$ cat src/rtl/spc_ram.sv
// Generic single-port-write, single-read synchronous RAM, registered read data.
// No dependencies.
module spc_ram #(
    parameter int DW = 8,
    parameter int AW = 4
) (
    input  logic          clk,
    input  logic          we,
    input  logic [AW-1:0] waddr,
    input  logic [DW-1:0] wdata,
    input  logic [AW-1:0] raddr,
    output logic [DW-1:0] rdata
);
    logic [DW-1:0] mem [0:(1<<AW)-1];

    always_ff @(posedge clk)
    begin
        if (we)
        begin
            mem[waddr] <= wdata;
        end
        rdata <= mem[raddr];
    end
endmodule

$ cat config.mk
export PLATFORM = sky130hd
export DESIGN_NAME = spc_ram
export DESIGN_NICKNAME = d
export VERILOG_FILES = /design/src/rtl/spc_ram.sv
export SDC_FILE = /design/constraint.sdc
export NUM_CORES = 1
export LEC_CHECK = 0
export ABC_AREA = 0
export BUFFER_PORTS_ARGS = -buffer_cell sky130_fd_sc_hd__buf_4
export CORE_MARGIN = 2
export CORE_UTILIZATION = 60
export DETAILED_ROUTE_END_ITERATION = 16
export GPL_ROUTABILITY_DRIVEN = 0
export PLACE_DENSITY = 0.89
export SLEW_MARGIN = 20
export SYNTH_ARGS = -nofsm -noshare
export SYNTH_HDL_FRONTEND = slang
export SYNTH_SLANG_ARGS = --single-unit
$ cat constraint.sdc
create_clock -name clk -period 2.44 [get_ports clk]
set_input_delay 0.122 -clock clk [delete_from_list [all_inputs] [get_ports clk]]
set_output_delay 0.122 -clock clk [all_outputs]
set_load 0.1 [all_outputs]
==> flow_summary.ini <==
[run_status]
status = complete, no violations

[sta]
setup_violations = 0
fmax_mhz = 694
rsz0062_at_grt = no
maxSlewViolCount = 0
hold_violations = 0
relSlewSlack_pct = 32.6
fin_crit_ns = 1.44
setup_slack_ns = 1.00
fin_worst_skew_ns = 0.00660
tightest_slew_ns = 1.01
period_share_pct = 59.0
tns_ns = 0

[drt]
wirelength_um = 10800
wl_per_cell_um = 26.9
via_count = 2622
drtIter0Drc = 304
drt_first_pass_iters = 5
via_per_inst = 6.56
drc_errors = 0
antenna_left = 0

[power]
power_density_nw_per_um2 = 903
p_leak_nw = 2.09
vdd_drop_max_mv = 0.931
power_w = 0.00555

[placement]
place_inst = 360
pre_cts_ws_ns = 0.647
port_buffers = 25
dp_hpwl_um = 5850

[clock_network]
clock-sinks = 136
cts.repair.resized = 0
clk_latency_ns = 0.52
path_clk_slew_ns = 0.06
ctsHtreeMaxLevel = 4
clock-root-buffer = clkbuf_8
cts_tree = done
clockBufferDepth = 2
cts_buffers = 17

[yosys]
synth-warning-count = 0
yosys_register_bits = 136
synth_top_family_by_area = multiplexers
synth_nets = 247
synth_area_um2 = 5150
synth.avg_cell_area_um2 = 22.5
synth-adder-area-share_pct = 0
synth_compound_area_share_pct = 2.33
synth_xor_area_share_pct = 0
synth-simple-area-share_pct = 3.18
synth.area.mux_share_pct = 15.0
netlist_instances = 229
ys_seq_area_share_pct = 77.8
synthDistinctLibCells = 19

[worst_hold_path]
min_path_type = in2reg

[layout]
final-instance-count-excl-fill = 400
layout_common_cells = edfxtp_1 (128), buf_4 (36), mux4_2 (18)
syn2layout_area_growth_pct = 19.3
antennaDiodeCount = 0
layout_commonest_cell = edfxtp_1
drive_gt1_share_pct = 29.2
final_nets = 300

[setup_path]
crit_type = reg2reg
required_ns = 2.83
cp.arrival_ns = 1.83
end_kind = flip-flop
crit_chain = mux4_2, a22oi_1, nand2_1
cp_slowest_stage_delay_ns = 0.50
worst_setup_path_start_kind = flip-flop
crit_fanout = 1
crit_slowest_cell = mux4_2
cpLargestDelayFamily = multiplexers
crit_buf_inv = 0

[grt]
grt_max_degree = 33
grt_pass1_wl_um = 16100
grt_pass1_vias = 2645
gr-total-overflow = 0
grtUsageTotal_pct = 24.3
grt_antenna_before_repair = 0

[die]
std_cell_rows = 33
start_util_pct = 62.3
fp.coreArea_um2 = 8260
fp.dieArea_um2 = 9340
die_width_um = 96.6
io_pins = 26
die-height_um = 96.6

[run]
cap_violations = 0
## path summary, 6_finish.rpt
check	start	endpoint	slack [ns]	cells after the start
min reg2reg	mem[12][0]	rdata[0]	0.69	3
max reg2reg	mem[3][6]	rdata[6]	1.0	3
min	waddr[0]	mem[0][1]	0.15	3
max	mem[3][6]	rdata[6]	1.0	3
## kinds of logic after synthesis
logic type      Yosys count
buf+inv                  10
flops                   136
mux                      32
compound gates           16
simple gates             35
## layout make-up
class | count | area, µm²
tap | 105 | 131
multi-input combinational | 83 | 1060
sequential | 136 | 4000
clock buffer | 20 | 445
timing repair buffer | 44 | 350
fill | 444 | 2120
clock inverter | 12 | 150
## state kept, by name (all words and copies together) (netlist names)
register / flops
mem: 128
rdata: 8
## synth_stat cells, drive strengths merged
| cell type | instances | area [µm²] |
|---|---|---|
| nand3 | 1 | 5.00 |
| and2 | 1 | 6.26 |
| buf | 7 | 56.3 |
| a22oi | 16 | 120 |
| nor3 | 4 | 20.0 |
| or3b | 1 | 8.76 |
| and2b | 1 | 7.51 |
| nand2b | 2 | 12.5 |
| nand3b | 2 | 15.0 |
| mux4 | 32 | 773 |
| clkdlybuf4s25 | 3 | 30.0 |
| nor2 | 13 | 48.8 |
| edfxtp | 128 | 3840 |
| nand2 | 9 | 33.8 |
| dfxtp | 8 | 160 |
| nor2b | 1 | 6.26 |
## where the power goes
group	switching (W)	internal (W)	total, W
logic	0.000254	0.000122	0.000376
clock network	0.000932	0.00160	0.00254
registers	0.0000194	0.00261	0.00263
total	0.00121	0.00434	0.00555
## worst register-to-register path: cells and delay by family, from the launching register on
family / cells / cell delay [ns]
mux: 1 / 0.50
compound gates: 1 / 0.31
flops: 1 / 0.37
simple gates: 1 / 0.14
## timing repair
item / 4_1_cts / 5_1_grt
buffers inserted: 0 / 0
endpoints found under the hold margin: 128 / 0
hold buffers: 8 / 0
## stage by stage
stage | cell area (µm²) | hold slack (ns) | utilization [%]
after detailed placement | 5460 | 0.438 | 66.2
after global placement | 5460 | 0.423 | 66.2
after floorplan | 5150 | 0.221 | -
after CTS | 6140 | 0.130 | 74.3
after global routing | 6140 | 0.145 | 74.3
final | 6140 | 0.155 | 74.3
## layer usage
metal / vias to the layer above / routed length, µm / track usage, %
met5: - / 0 / 0
met4: 0 / 223 / 10.3
met3: 20 / 929 / 7.01
met2: 181 / 5470 / 38.2
met1: 1344 / 4150 / 32.2
li1: 1077 / - / -
Power figures use the tool's default switching activity.
